`src/hdl/battery_soc_estimator_unit_defines.svh`:
```
// ----------------------------------------------------------------------------
// Assertion macros for the battery SOC estimator
// Shared wrappers for the concurrent checks at the end of each module.
// ----------------------------------------------------------------------------
`ifndef BATTERY_SOC_ESTIMATOR_UNIT_DEFINES_SVH
`define BATTERY_SOC_ESTIMATOR_UNIT_DEFINES_SVH

// same-cycle implication, clocked on clk, off while arst_n is low
`define BSE_ASSERT_NOW(label, ante, cons, msg) \
	label: assert property (@(posedge clk) disable iff (!arst_n) (ante) |-> (cons)) \
		else $error(msg);

// next-cycle implication
`define BSE_ASSERT_NEXT(label, ante, cons, msg) \
	label: assert property (@(posedge clk) disable iff (!arst_n) (ante) |=> (cons)) \
		else $error(msg);

`endif

```
`src/hdl/bse_pkg.sv`:
```
// ----------------------------------------------------------------------------
// bse_pkg
// Types, register codes and reset values of the battery SOC estimator.
// ----------------------------------------------------------------------------
package bse_pkg;

	localparam int AVG_COUNT_DEF     = 20;
	localparam int TABLE_ENTRIES_DEF = 101;

	localparam int SUM_W = 21;   // running sum
	localparam int CNT_W = 6;    // sample counter, also divider divisor width
	localparam int MV_W  = 16;
	localparam int SOC_W = 7;
	localparam int IDX_W = 3;    // config register index

	localparam logic [IDX_W-1:0] REG_SCALE_GAIN   = 3'd0;
	localparam logic [IDX_W-1:0] REG_CELL_COUNT   = 3'd1;
	localparam logic [IDX_W-1:0] REG_CELL_OVER    = 3'd2;
	localparam logic [IDX_W-1:0] REG_CELL_UNDER   = 3'd3;
	localparam logic [IDX_W-1:0] REG_ERR_CHECK_EN = 3'd4;

	localparam logic [15:0] RST_SCALE_GAIN   = 16'd256;
	localparam logic [3:0]  RST_CELL_COUNT   = 4'd6;
	localparam logic [15:0] RST_CELL_OVER    = 16'd2500;
	localparam logic [15:0] RST_CELL_UNDER   = 16'd1500;
	localparam logic        RST_ERR_CHECK_EN = 1'b1;

	localparam logic KIND_SAMPLE = 1'b0;
	localparam logic KIND_TABLE  = 1'b1;

	typedef struct packed {
		logic        kind;
		logic [11:0] adc_sample;
		logic        motor_busy;
		logic [6:0]  table_index;
		logic [15:0] table_value;
	} in_word_t;

	typedef struct packed {
		logic [SOC_W-1:0] soc_percent;
		logic             battery_error;
		logic [MV_W-1:0]  average_mv;
	} out_word_t;

	typedef struct packed {
		logic             start;
		logic [SUM_W-1:0] dividend;
		logic [CNT_W-1:0] divisor;
	} div_req_t;

	typedef struct packed {
		logic             done;
		logic [SUM_W-1:0] quotient;
	} div_rsp_t;

endpackage

```
`src/hdl/battery_soc_estimator_unit.sv`:
```
// ----------------------------------------------------------------------------
// battery_soc_estimator_unit
// State of charge from an averaged pack voltage and an OCV lookup table.
// ----------------------------------------------------------------------------
// One word at a time. A table word writes one OCV entry and is done in the
// cycle it is taken (an index past the table end is dropped); busy samples
// are dropped the same way. Any other sample runs to a single result word,
// passing through the averaging state when it closes an averaging window;
// the next word is taken once the sequencer is back in idle. The window
// average, sum / AVG_COUNT, is a reciprocal multiply in its own state. The
// cell split, average / cell_count, runs on a restoring divider (one quotient
// bit per cycle over a 21-bit dividend); the nearest-entry search then walks
// the OCV table through its single registered read port, one entry per cycle.
// A zero average returns without the divide or the walk, and an implausible
// cell voltage without the walk. The OCV table must be fully written before
// the first sample; entries are not cleared by reset. A finished word waits
// in the output register, and table words are still taken while it waits; a
// sample that finishes while that register is still full holds until it
// frees.
// ----------------------------------------------------------------------------
`include "battery_soc_estimator_unit_defines.svh"

module battery_soc_estimator_unit #(
	parameter int AVG_COUNT     = bse_pkg::AVG_COUNT_DEF,
	parameter int TABLE_ENTRIES = bse_pkg::TABLE_ENTRIES_DEF
) (
	input  logic                       clk,
	input  logic                       arst_n,
	// input channel
	input  logic                       in_valid,
	output logic                       in_ready,
	input  bse_pkg::in_word_t          in_word,
	// result channel
	output logic                       out_valid,
	input  logic                       out_ready,
	output bse_pkg::out_word_t         out_word,
	// config write port
	input  logic                       cfg_we,
	input  logic [bse_pkg::IDX_W-1:0]  cfg_index,
	input  logic [15:0]                cfg_data
);

	localparam int AW    = $clog2(TABLE_ENTRIES);
	localparam int SUM_W = bse_pkg::SUM_W;
	localparam int CNT_W = bse_pkg::CNT_W;
	localparam int MV_W  = bse_pkg::MV_W;
	localparam int SOC_W = bse_pkg::SOC_W;

	// sum / AVG_COUNT as (sum * ceil(2^SH / AVG_COUNT)) >> SH; the rounding
	// error times any SUM_W-bit sum stays below 2^SH, so the quotient is exact
	localparam int RECIP_SH = SUM_W + $clog2(AVG_COUNT);
	localparam int RCP_W    = RECIP_SH + 1;
	localparam int PROD_W   = SUM_W + RCP_W;
	localparam logic [RCP_W-1:0] AVG_RECIP =
		RCP_W'(((longint'(1) << RECIP_SH) + AVG_COUNT - 1) / AVG_COUNT);

	// sequencer states
	localparam logic [3:0] ST_IDLE      = 4'd0;
	localparam logic [3:0] ST_MUL       = 4'd1;  // gain product
	localparam logic [3:0] ST_ACC       = 4'd2;  // saturate and accumulate
	localparam logic [3:0] ST_AVG       = 4'd3;  // sum / count by reciprocal
	localparam logic [3:0] ST_CHK       = 4'd4;  // zero average, start cell divide
	localparam logic [3:0] ST_CELL_WAIT = 4'd5;  // average / cell_count
	localparam logic [3:0] ST_RANGE     = 4'd6;  // plausibility, first table read
	localparam logic [3:0] ST_SCAN      = 4'd7;  // nearest-entry walk
	localparam logic [3:0] ST_DONE      = 4'd8;  // clamp at table ends, else nearest entry
	localparam logic [3:0] ST_OUT       = 4'd9;  // hand result to output reg

	// config registers
	logic [15:0] gain_q;
	logic [3:0]  cell_cnt_q;
	logic [15:0] over_q, under_q;
	logic        err_en_q;

	always_ff @(posedge clk or negedge arst_n) begin
		if (!arst_n) begin
			gain_q     <= bse_pkg::RST_SCALE_GAIN;
			cell_cnt_q <= bse_pkg::RST_CELL_COUNT;
			over_q     <= bse_pkg::RST_CELL_OVER;
			under_q    <= bse_pkg::RST_CELL_UNDER;
			err_en_q   <= bse_pkg::RST_ERR_CHECK_EN;
		end else if (cfg_we) begin
			case (cfg_index)
				bse_pkg::REG_SCALE_GAIN:   gain_q     <= cfg_data;
				bse_pkg::REG_CELL_COUNT:   cell_cnt_q <= cfg_data[3:0];
				bse_pkg::REG_CELL_OVER:    over_q     <= cfg_data;
				bse_pkg::REG_CELL_UNDER:   under_q    <= cfg_data;
				bse_pkg::REG_ERR_CHECK_EN: err_en_q   <= cfg_data[0];
				default: ;
			endcase
		end
	end

	// state
	logic [3:0]       state_q;
	logic [SUM_W-1:0] sum_q;
	logic [CNT_W-1:0] cnt_q;
	logic [MV_W-1:0]  avg_q;
	logic [SOC_W-1:0] soc_q;
	logic             err_q;

	// per-item working registers
	logic [11:0]      adc_q;
	logic [27:0]      prod_s1;
	logic [SUM_W-1:0] win_sum_s1;
	logic [MV_W-1:0]  cell_q;
	logic [AW-1:0]    ridx_q;
	logic [SOC_W-1:0] best_q;
	logic [MV_W-1:0]  bestd_q;
	logic [MV_W-1:0]  t0_q, tlast_q;

	logic out_valid_q;
	bse_pkg::out_word_t out_word_q;

	// OCV table
	logic [MV_W-1:0] ocv_mem [TABLE_ENTRIES];
	logic [MV_W-1:0] rd_data_q;
	logic            wr_en, rd_en;
	logic [AW-1:0]   wr_addr, rd_addr;

	// divider
	bse_pkg::div_req_t div_req;
	bse_pkg::div_rsp_t div_rsp;

	bse_divider u_div (
		.clk    (clk),
		.arst_n (arst_n),
		.req    (div_req),
		.rsp    (div_rsp)
	);

	// accumulate datapath
	logic             accept;
	logic [MV_W-1:0]  scaled;
	logic [SUM_W-1:0] sum_new;
	logic [CNT_W-1:0] cnt_new;
	logic             avg_due;
	logic [PROD_W-1:0] avg_prod;
	logic [CNT_W-1:0] cell_div;
	logic [MV_W-1:0]  diff;
	logic             ridx_last;

	assign in_ready = (state_q == ST_IDLE);
	assign accept   = in_valid && in_ready;

	assign scaled  = (|prod_s1[27:24]) ? '1 : prod_s1[23:8];
	assign sum_new = SUM_W'(sum_q + SUM_W'(scaled));
	assign cnt_new = CNT_W'(cnt_q + 1'b1);
	assign avg_due = cnt_new >= CNT_W'(AVG_COUNT);

	// closed window sum times the reciprocal of the count
	assign avg_prod = PROD_W'(win_sum_s1) * PROD_W'(AVG_RECIP);

	// zero cells behaves as one
	assign cell_div = (cell_cnt_q == '0) ? CNT_W'(1) : CNT_W'(cell_cnt_q);

	assign diff      = (cell_q >= rd_data_q) ? MV_W'(cell_q - rd_data_q)
	                                         : MV_W'(rd_data_q - cell_q);
	assign ridx_last = ridx_q == AW'(TABLE_ENTRIES - 1);

	always_comb begin
		div_req.start    = (state_q == ST_CHK) && (avg_q != '0);
		div_req.dividend = SUM_W'(avg_q);
		div_req.divisor  = cell_div;
	end

	// table port: writes from the input channel, reads from the walk
	assign wr_en   = accept && (in_word.kind == bse_pkg::KIND_TABLE)
	                 && ({1'b0, in_word.table_index} < 8'(TABLE_ENTRIES));
	assign wr_addr = in_word.table_index[AW-1:0];
	assign rd_en   = (state_q == ST_RANGE) || ((state_q == ST_SCAN) && !ridx_last);
	assign rd_addr = (state_q == ST_RANGE) ? '0 : AW'(ridx_q + 1'b1);

	always_ff @(posedge clk) begin
		if (wr_en)
			ocv_mem[wr_addr] <= in_word.table_value;
		if (rd_en)
			rd_data_q <= ocv_mem[rd_addr];
	end

	// sequencer and state
	always_ff @(posedge clk or negedge arst_n) begin
		if (!arst_n) begin
			state_q <= ST_IDLE;
			sum_q   <= '0;
			cnt_q   <= '0;
			avg_q   <= '0;
			soc_q   <= '0;
			err_q   <= 1'b0;
		end else begin
			case (state_q)
				ST_IDLE: begin
					if (accept && in_word.kind == bse_pkg::KIND_SAMPLE && !in_word.motor_busy)
						state_q <= ST_MUL;
				end
				ST_MUL: state_q <= ST_ACC;
				ST_ACC: begin
					if (avg_due) begin
						sum_q   <= '0;
						cnt_q   <= '0;
						state_q <= ST_AVG;
					end else begin
						sum_q   <= sum_new;
						cnt_q   <= cnt_new;
						state_q <= ST_CHK;
					end
				end
				ST_AVG: begin
					avg_q   <= avg_prod[RECIP_SH +: MV_W];
					state_q <= ST_CHK;
				end
				ST_CHK: begin
					if (avg_q == '0) begin
						soc_q   <= '0;
						state_q <= ST_OUT;
					end else begin
						state_q <= ST_CELL_WAIT;
					end
				end
				ST_CELL_WAIT: begin
					if (div_rsp.done)
						state_q <= ST_RANGE;
				end
				ST_RANGE: begin
					if (cell_q > over_q || cell_q < under_q) begin
						// implausible: SOC kept
						if (err_en_q)
							err_q <= 1'b1;
						state_q <= ST_OUT;
					end else begin
						state_q <= ST_SCAN;
					end
				end
				ST_SCAN: begin
					if (ridx_last)
						state_q <= ST_DONE;
				end
				ST_DONE: begin
					if (cell_q <= t0_q)
						soc_q <= '0;
					else if (cell_q >= tlast_q)
						soc_q <= SOC_W'(TABLE_ENTRIES - 1);
					else
						soc_q <= best_q;
					state_q <= ST_OUT;
				end
				ST_OUT: begin
					if (!out_valid_q || out_ready)
						state_q <= ST_IDLE;
				end
				default: state_q <= ST_IDLE;
			endcase
		end
	end

	// working payload registers
	always_ff @(posedge clk) begin
		if (accept)
			adc_q <= in_word.adc_sample;
		if (state_q == ST_MUL)
			prod_s1 <= 28'(adc_q) * 28'(gain_q);
		if (state_q == ST_ACC)
			win_sum_s1 <= sum_new;
		if (state_q == ST_CELL_WAIT && div_rsp.done)
			cell_q <= div_rsp.quotient[MV_W-1:0];
		if (state_q == ST_RANGE)
			ridx_q <= '0;
		if (state_q == ST_SCAN) begin
			ridx_q <= AW'(ridx_q + 1'b1);
			// strict compare keeps the lowest index on ties
			if (ridx_q == '0) begin
				t0_q    <= rd_data_q;
				best_q  <= '0;
				bestd_q <= diff;
			end else if (diff < bestd_q) begin
				best_q  <= SOC_W'(ridx_q);
				bestd_q <= diff;
			end
			if (ridx_last)
				tlast_q <= rd_data_q;
		end
	end

	// output register
	always_ff @(posedge clk or negedge arst_n) begin
		if (!arst_n) begin
			out_valid_q <= 1'b0;
		end else if (state_q == ST_OUT && (!out_valid_q || out_ready)) begin
			out_valid_q <= 1'b1;
		end else if (out_ready) begin
			out_valid_q <= 1'b0;
		end
	end

	always_ff @(posedge clk) begin
		if (state_q == ST_OUT && (!out_valid_q || out_ready)) begin
			out_word_q.soc_percent   <= soc_q;
			out_word_q.battery_error <= err_q;
			out_word_q.average_mv    <= avg_q;
		end
	end

	assign out_valid = out_valid_q;
	assign out_word  = out_word_q;

	`BSE_ASSERT_NOW(a_cnt_bound, 1'b1, cnt_q < CNT_W'(AVG_COUNT), "sample counter passed limit")
	`BSE_ASSERT_NOW(a_div_done_wait, div_rsp.done,
		state_q == ST_CELL_WAIT, "divider result with no taker")
	`BSE_ASSERT_NOW(a_scan_range, state_q == ST_SCAN,
		ridx_q <= AW'(TABLE_ENTRIES - 1), "table walk past last entry")
	`BSE_ASSERT_NOW(a_out_from_seq, $rose(out_valid_q),
		$past(state_q) == ST_OUT, "result word not from sequencer")
	`BSE_ASSERT_NOW(a_soc_bound, out_valid_q,
		out_word_q.soc_percent <= SOC_W'(TABLE_ENTRIES - 1), "SOC beyond table")

endmodule

```
`src/hdl/bse_divider.sv`:
```
// ----------------------------------------------------------------------------
// bse_divider
// Restoring divider, one quotient bit per cycle, for the cell voltage split.
// ----------------------------------------------------------------------------
`include "battery_soc_estimator_unit_defines.svh"

module bse_divider (
	input  logic              clk,
	input  logic              arst_n,
	input  bse_pkg::div_req_t req,
	output bse_pkg::div_rsp_t rsp
);

	localparam int W  = bse_pkg::SUM_W;
	localparam int DW = bse_pkg::CNT_W;
	localparam int CW = $clog2(W);

	logic          busy_q, done_q;
	logic [CW-1:0] cnt_q;
	logic [DW-1:0] rem_q, div_q;
	logic [W-1:0]  quo_q;
	logic [DW:0]   trial, diff;
	logic          ge;

	assign trial = {rem_q, quo_q[W-1]};
	assign ge    = trial >= {1'b0, div_q};
	assign diff  = trial - {1'b0, div_q};

	always_ff @(posedge clk or negedge arst_n) begin
		if (!arst_n) begin
			busy_q <= 1'b0;
			done_q <= 1'b0;
			cnt_q  <= '0;
		end else begin
			done_q <= 1'b0;
			if (req.start) begin
				busy_q <= 1'b1;
				cnt_q  <= '0;
			end else if (busy_q) begin
				cnt_q <= CW'(cnt_q + 1'b1);
				if (cnt_q == CW'(W - 1)) begin
					busy_q <= 1'b0;
					done_q <= 1'b1;
				end
			end
		end
	end

	always_ff @(posedge clk) begin
		if (req.start) begin
			quo_q <= req.dividend;
			rem_q <= '0;
			div_q <= req.divisor;
		end else if (busy_q) begin
			quo_q <= {quo_q[W-2:0], ge};
			rem_q <= ge ? diff[DW-1:0] : trial[DW-1:0];
		end
	end

	assign rsp.done     = done_q;
	assign rsp.quotient = quo_q;

	`BSE_ASSERT_NOW(a_div_start_idle, req.start, !busy_q, "divider started while busy")
	`BSE_ASSERT_NOW(a_div_nonzero, req.start, req.divisor != '0, "divide by zero requested")
	`BSE_ASSERT_NOW(a_div_rem_bound, busy_q, rem_q < div_q, "partial remainder out of range")
	`BSE_ASSERT_NEXT(a_div_done_once, done_q, !done_q && !busy_q, "done not a single pulse")

endmodule

```
`config.mk`:
```
export PLATFORM = sky130hd
export DESIGN_NAME = battery_soc_estimator_unit
export DESIGN_NICKNAME = d
export VERILOG_FILES = /design/src/hdl/bse_pkg.sv /design/src/hdl/battery_soc_estimator_unit.sv /design/src/hdl/bse_divider.sv
export VERILOG_INCLUDE_DIRS = /design/src /design/src/hdl
export SDC_FILE = /design/constraint.sdc
export NUM_CORES = 2
export LEC_CHECK = 0
export BUFFER_PORTS_ARGS = -buffer_cell sky130_fd_sc_hd__buf_4
export CAP_MARGIN = 15
export CORE_MARGIN = 2
export CORE_UTILIZATION = 44
export DETAILED_ROUTE_END_ITERATION = 12
export PLACE_DENSITY = 0.7
export REMOVE_ABC_BUFFERS = 1
export SYNTH_ARGS = -nofsm -noshare
export SYNTH_HDL_FRONTEND = slang
export SYNTH_HIERARCHICAL = 1
export SYNTH_SLANG_ARGS = --single-unit
```
`constraint.sdc`:
```
create_clock -name clk -period 7.7 [get_ports clk]
set_clock_uncertainty 0.05 [all_clocks]
set_input_delay 0.77 -clock clk [delete_from_list [all_inputs] [get_ports clk]]
set_output_delay 0.77 -clock clk [all_outputs]
set_load 0.05 [all_outputs]
```
# Word level (Yosys, flattened, before mapping)
# Memories as Yosys holds them, arrays and structs flattened. A register that Yosys moved wholly into a read port is not among the register bits.
# Cells that the tools add are included.
totals:
  latch_bits: 0
  rom_bits: 0
  out_inout_bits: 26
  ram_bits: 1616
  n_memories: 1
  in_bits: 61
  wordCells: 147
  register_bits: 312
mem_list:
  columns: ["memory", "depth", "word_bits", "read_ports", "rd_clocked_by_memory_dff", "write_ports", "line_no", "rtl"]
  rows:
  - ["ocv_mem", 101, 16, 1, 1, 1, "battery_soc_estimator_unit.sv:116", "logic [MV_W-1:0] ocv_mem [TABLE_ENTRIES];"]
op_classes:
  bitwise_logic: 1
  n_mul: 2
  n_addsub: 7
  eq_ne: 20
  div_mod_pow: 0
  mux: 37
  shifts: 0
  n_reduce_logical: 38
  order_cmp: 9
ops:
  columns: ["operator", "n"]
  rows:
  - ["16-bit two-way mux", 6]
  - ["7-bit two-way mux", 7]
  - ["21-bit by 20-bit multiplier with 40-bit output, second input constant", 1]
  - ["4-bit case mux with 10 select lines", 1]
  - ["16-bit >= comparator", 2]
  - ["16-bit less-than comparator", 2]
  - ["16-bit subtractor", 2]
  - ["12-bit by 16-bit multiplier with 28-bit output", 1]
  - ["4-bit two-way mux", 6]
  - ["21-bit by 16-bit adder with 21-bit output", 1]
  - ["21-bit two-way mux", 1]
  - ["2-bit AND reduction", 9]
  - ["4-bit by 3-bit equality test with 1-bit output, second input constant", 4]
  - ["16-bit > comparator", 1]
  - ["16-bit less-or-equal comparator", 1]
  - ["16-bit zero test", 1]
  - ["16-bit nonzero test", 1]
  - ["7-bit case mux with 2 select lines", 1]
  - ["6-bit two-way mux", 2]
  - ["1-bit two-way mux", 10]
  - ["5-bit two-way mux", 2]
  - ["2-bit nonzero test", 5]
  - ["1-bit logical AND", 9]
  - ["4-bit by 2-bit equality test with 1-bit output, second input constant", 2]
  - ["other kinds (26)", 36]

# Depth between registers and ports, before layout
logic_depth:
  word_depth: 6
  mapped_depth: 23
  ltp_nobuf: 22

# Hierarchy
# Netlist, hierarchy kept.
modules_own_cells:
  columns: ["mod", "instances", "area_each_um2", "cells_each", "seq_area_each_um2"]
  rows:
  - ["battery_soc_estimator_unit", 1, 91311.3, 6817, 56409.1]
  - ["bse_divider", 1, 1976.9, 154, 1106.1]

# Worst setup path after synthesis
# Ideal clock, no wire load.
synth_timing:
  path_type: "register -> register"
  startpoint: "register win_sum_s1[8]"
  endpoint: "register avg_q[14]"
  path_slack_ns: 1.748
  stages_incl_launch_ff: 24
  arrival_time_ns: 5.772
  setup_time_ns: 0.130
  path_buffers: 1
  synth_period_minus_slack_ns: 5.952
  path_cell_list: "edfxtp_1 ha_1 clkbuf_1 xor2_1 ha_1 a21o_1 ha_1 inv_1 fa_1 fa_1 inv_1 fa_1 inv_1 fa_1 inv_1 ha_1 nand2_1 or3_1 a211o_1 o21ai_1 a31oi_1 o31ai_1 xnor2_1 o21ai_1"
synth_between:
  elab_chain_cells: 1
synth_lines:
  columns: ["element", "line_no", "rtl"]
  rows:
  - ["start, declared", "battery_soc_estimator_unit.sv:105", "logic [SUM_W-1:0] win_sum_s1;"]
  - ["start signal, assigned", "battery_soc_estimator_unit.sv:263", "win_sum_s1 <= sum_new;"]
  - ["21-bit by 20-bit multiplier with 40-bit output", "battery_soc_estimator_unit.sv:152", "assign avg_prod = PROD_W'(win_sum_s1) * PROD_W'(AVG_RECIP);"]
  - ["end signal, assigned", "battery_soc_estimator_unit.sv:209", "avg_q <= avg_prod[RECIP_SH +: MV_W];"]
  - ["end, declared", "battery_soc_estimator_unit.sv:98", "logic [MV_W-1:0] avg_q;"]
# Every way passes these cells.
# A chain may end at the register's enable or synchronous reset.

# Worst setup path in the final report
# Ends and elaborated chain as after synthesis.

==> results.py <==
metrics = {
    "setup_path": {
        "worst-setup-path-type": "flip-flop to flip-flop",
        "critical_path.startpoint_type": "flip-flop",
        "setup.worst_path.end_class": "flip-flop",
        "critPathArrivalTime_ns": 7.45,
        "timing.critical_path.fanout_max": 7,
        "crit_required_ns": 8.35,
    },
    "clock_network": {
        "cts.path.max_buffers": 3,
        "clkLatencyLatePin_ns": 0.86,
        "cts.reportedPaths.clkPinSlew_ns": 0.07,
        "cts_buffer_count": 189,
        "cts_h_tree_depth": 4,
        "cts.repair_timing.setup_buffer_count": 0,
        "clk_root_buffer_cell": "sky130_fd_sc_hd__clkbuf_16",
        "cts_tree": "yes",
        "clkSinkCount": 1936,
    },
    "sta": {
        "timing.final.hold_violations": 0,
        "timing.setup.tns_ns": 0,
        "worst-slew-pin-transition_ns": 1.296,
        "period_share_pct": 88.37,
        "maxSlewViolCount": 0,
        "timing.final.ws_setup_ns": 0.8957,
        "finalCriticalPeriod_ns": 6.804,
        "setup_violations": 0,
        "maxClockFrequency_mhz": 147.0,
        "grt_setup_unrepaired": "no",
        "max_slew_margin_pct": 13.42,
    },
    "synthesis": {
        "syn-mean-instance-area_um2": 13.38,
        "synth_seq_cells": 1936,
        "syn_inst": 6971,
        "synth_area_leaders": "sky130_fd_sc_hd__edfxtp_1, sky130_fd_sc_hd__fa_1, sky130_fd_sc_hd__ha_1, sky130_fd_sc_hd__nand2_1, sky130_fd_sc_hd__dfrtp_1",
        "synth-edff-count": 1814,
        "synth.cells.most_frequent": "sky130_fd_sc_hd__edfxtp_1, sky130_fd_sc_hd__nand2_1, sky130_fd_sc_hd__inv_1",
        "ys_dominant_reg_cell": "sky130_fd_sc_hd__edfxtp_1",
        "netlist_area_mm2": 0.09329,
        "post_synth_num_cell_types": 94,
        "synth-async-reset-ratio_pct": 5.992,
        "synth.yosys.seq_area_share_pct": 61.65,
        "synth_top_area_share_pct": 58.39,
        "ys_warn_count": 6,
        "yosysTopAreaCell": "sky130_fd_sc_hd__edfxtp_1",
        "yosysMostFrequentCell": "sky130_fd_sc_hd__edfxtp_1",
    },
    "placement": {
        "finalWeightedCongestion": 0.8904,
        "place_hpwl_mm": 152.2,
        "placement.io_buffers": 86,
        "place_ws_ns": 0.9092,
    },
    "cells_and_area": {
        "area_growth_syn_to_fin_pct": 10.95,
        "multi_input_area_mm2": 0.03231,
        "drive_above_1_share_pct": 10.65,
        "ff_latch_area_mm2": 0.05752,
        "final_net_count": 7761,
        "fillers": 17870,
        "finish.utilization_pct": 48.95,
    },
    "floorplanning": {
        "floorplan.die.height_um": 464.5,
        "die_area_mm2": 0.2157,
        "pin_count": 87,
        "die_w_um": 464.5,
        "fp-row-count": 169,
        "initial_core_util_pct": 44.12,
        "core-area_mm2": 0.2115,
    },
    "outcome": {
        "outcome": "complete, no violations",
    },
    "global_route": {
        "antenna_found_initial": 17,
        "grt-ovfl-total": 0,
        "first_global_vias": 57580,
        "grt_start_max_net_pins": 190,
        "grt_pass1_wl_mm": 366.0,
        "track_usage_pct": 22.24,
    },
    "flow_run": {
        "cap_viol_max_count": 0,
    },
    "drt": {
        "totalWireLength_mm": 243.6,
        "drt.antenna.violating_nets": 0,
        "detail_route.vias_per_cell": 5.845,
        "avgRoutedWirePerCell_um": 24.37,
        "dr_total_vias": 58430,
        "initialDrtViolationCount": 6644,
        "route.detailed.drc": 0,
        "total_iterations_of_the_first_detailed_routing_run": 6,
    },
    "worst_hold_path": {
        "hold_path_class": "input pin to flip-flop",
    },
}
## what timing repair did
action | CTS | global route
endpoints found under the hold margin | 38 | 0
resized for setup | 0 | 0
setup endpoints to repair | 0 | 0
hold buffers | 1 | 0
## layout by cell type (no fill, tap or decap), drive strengths merged, types with 83 or more instances in the layout
cell	n
a21oi	216
dfrtp	100
o21ai	437
clkinv	83
buf	249
a311oi	98
clkbuf	227
ha	402
inv	539
edfxtp	1814
nor2	268
mux2i	103
nand2	701
and2	88
fa	278
nand3	204
or3	226
## path summary, 6_finish.rpt
check,endpoint,slack (ns),start,cells past startpoint
max in group asynchronous,soc_q[4]$_DFFE_PN0P_,5.67,arst_n,3
worst min-delay path,adc_q[11]$_DFFE_PP_,0.12,in_word[35],1
min in group asynchronous,cnt_q[1]$_DFFE_PN0N_,0.44,arst_n,2
worst max-delay path,avg_q[14]$_DFFE_PN0P_,0.90,win_sum_s1[8]$_DFFE_PN_,22
worst max register to register,avg_q[14]$_DFFE_PN0P_,0.90,win_sum_s1[8]$_DFFE_PN_,22
worst min register to register,cell_q[14]$_DFFE_PP_,0.39,u_div/quo_q[14]$_DFFE_PP_,0
## worst max-delay path: stages, from the launching register on
cell	delay, ns
sky130_fd_sc_hd__edfxtp_1	0.57
sky130_fd_sc_hd__ha_1	0.52
sky130_fd_sc_hd__xor2_1	0.20
sky130_fd_sc_hd__ha_1	0.22
sky130_fd_sc_hd__a21o_1	0.16
sky130_fd_sc_hd__ha_1	0.29
sky130_fd_sc_hd__inv_1	0.08
sky130_fd_sc_hd__fa_1	0.44
sky130_fd_sc_hd__fa_1	0.55
sky130_fd_sc_hd__inv_1	0.05
sky130_fd_sc_hd__fa_1	0.49
sky130_fd_sc_hd__inv_1	0.05
sky130_fd_sc_hd__fa_1	0.48
sky130_fd_sc_hd__inv_1	0.05
sky130_fd_sc_hd__ha_1	0.31
sky130_fd_sc_hd__nand2_1	0.08
sky130_fd_sc_hd__or3_1	0.37
sky130_fd_sc_hd__a211o_1	0.32
sky130_fd_sc_hd__o21ai_1	0.46
sky130_fd_sc_hd__a31oi_1	0.28
sky130_fd_sc_hd__o31ai_1	0.42
sky130_fd_sc_hd__xnor2_1	0.16
sky130_fd_sc_hd__o21ai_1	0.07
## flip-flops by register name, summed over array words and instances, names as in the netlist, 5 cells and up
signal,cells
adc_q,12
avg_q,16
best_q,7
bestd_q,16
cell_q,16
cnt_q,6
gain_q,16
ocv_mem,1616
out_word,24
over_q,16
prod_s1,20
rd_data_q,16
ridx_q,7
soc_q,7
sum_q,21
t0_q,16
tlast_q,16
u_div/cnt_q,5
u_div/div_q,6
u_div/quo_q,21
u_div/rem_q,6
under_q,16
win_sum_s1,21
## metal layers
layer / wire length [um] / up-vias / global-route usage [%]
li1: - / 25820 / -
met1: 97450 / 29470 / 30.44
met2: 116400 / 2697 / 35.97
met3: 21240 / 423 / 3.690
met4: 8395 / 16 / 7.782
met5: 98 / - / 0
## kinds of logic after synthesis
group	synth area share [%]
AO/OA/AOI/OAI	9.173
XOR/XNOR	1.011
adder cells (fa/ha/maj)	11.36
buffers and inverters	3.973
flip-flops	61.65
multiplexers	3.906
other	0.004020
AND/OR/NAND/NOR	8.923
## area by class of cell
cell class	count	share of cell area [%]
Multi-Input combinational cell	4112	31.22
Antenna cell	4	0.009671
Timing Repair Buffer	250	1.912
Sequential cell	1936	55.57
Tap cell	2821	3.410
Inverter	531	1.933
Clock buffer	227	4.707
Clock inverter	115	1.240
## per-stage QoR
step	hold WS [ns]	cells	cell area, um^2
global route	0.07555	9993	103500
global placement	0.3790	9649	97320
detailed placement	0.3820	9649	97320
finish	0.1191	9996	103500
CTS	0.06221	9992	103500
floorplan	0.3722	6579	91600
Power is not shown: default switching activity piles up to over one toggle a cycle in this logic, so the estimate is an artifact.
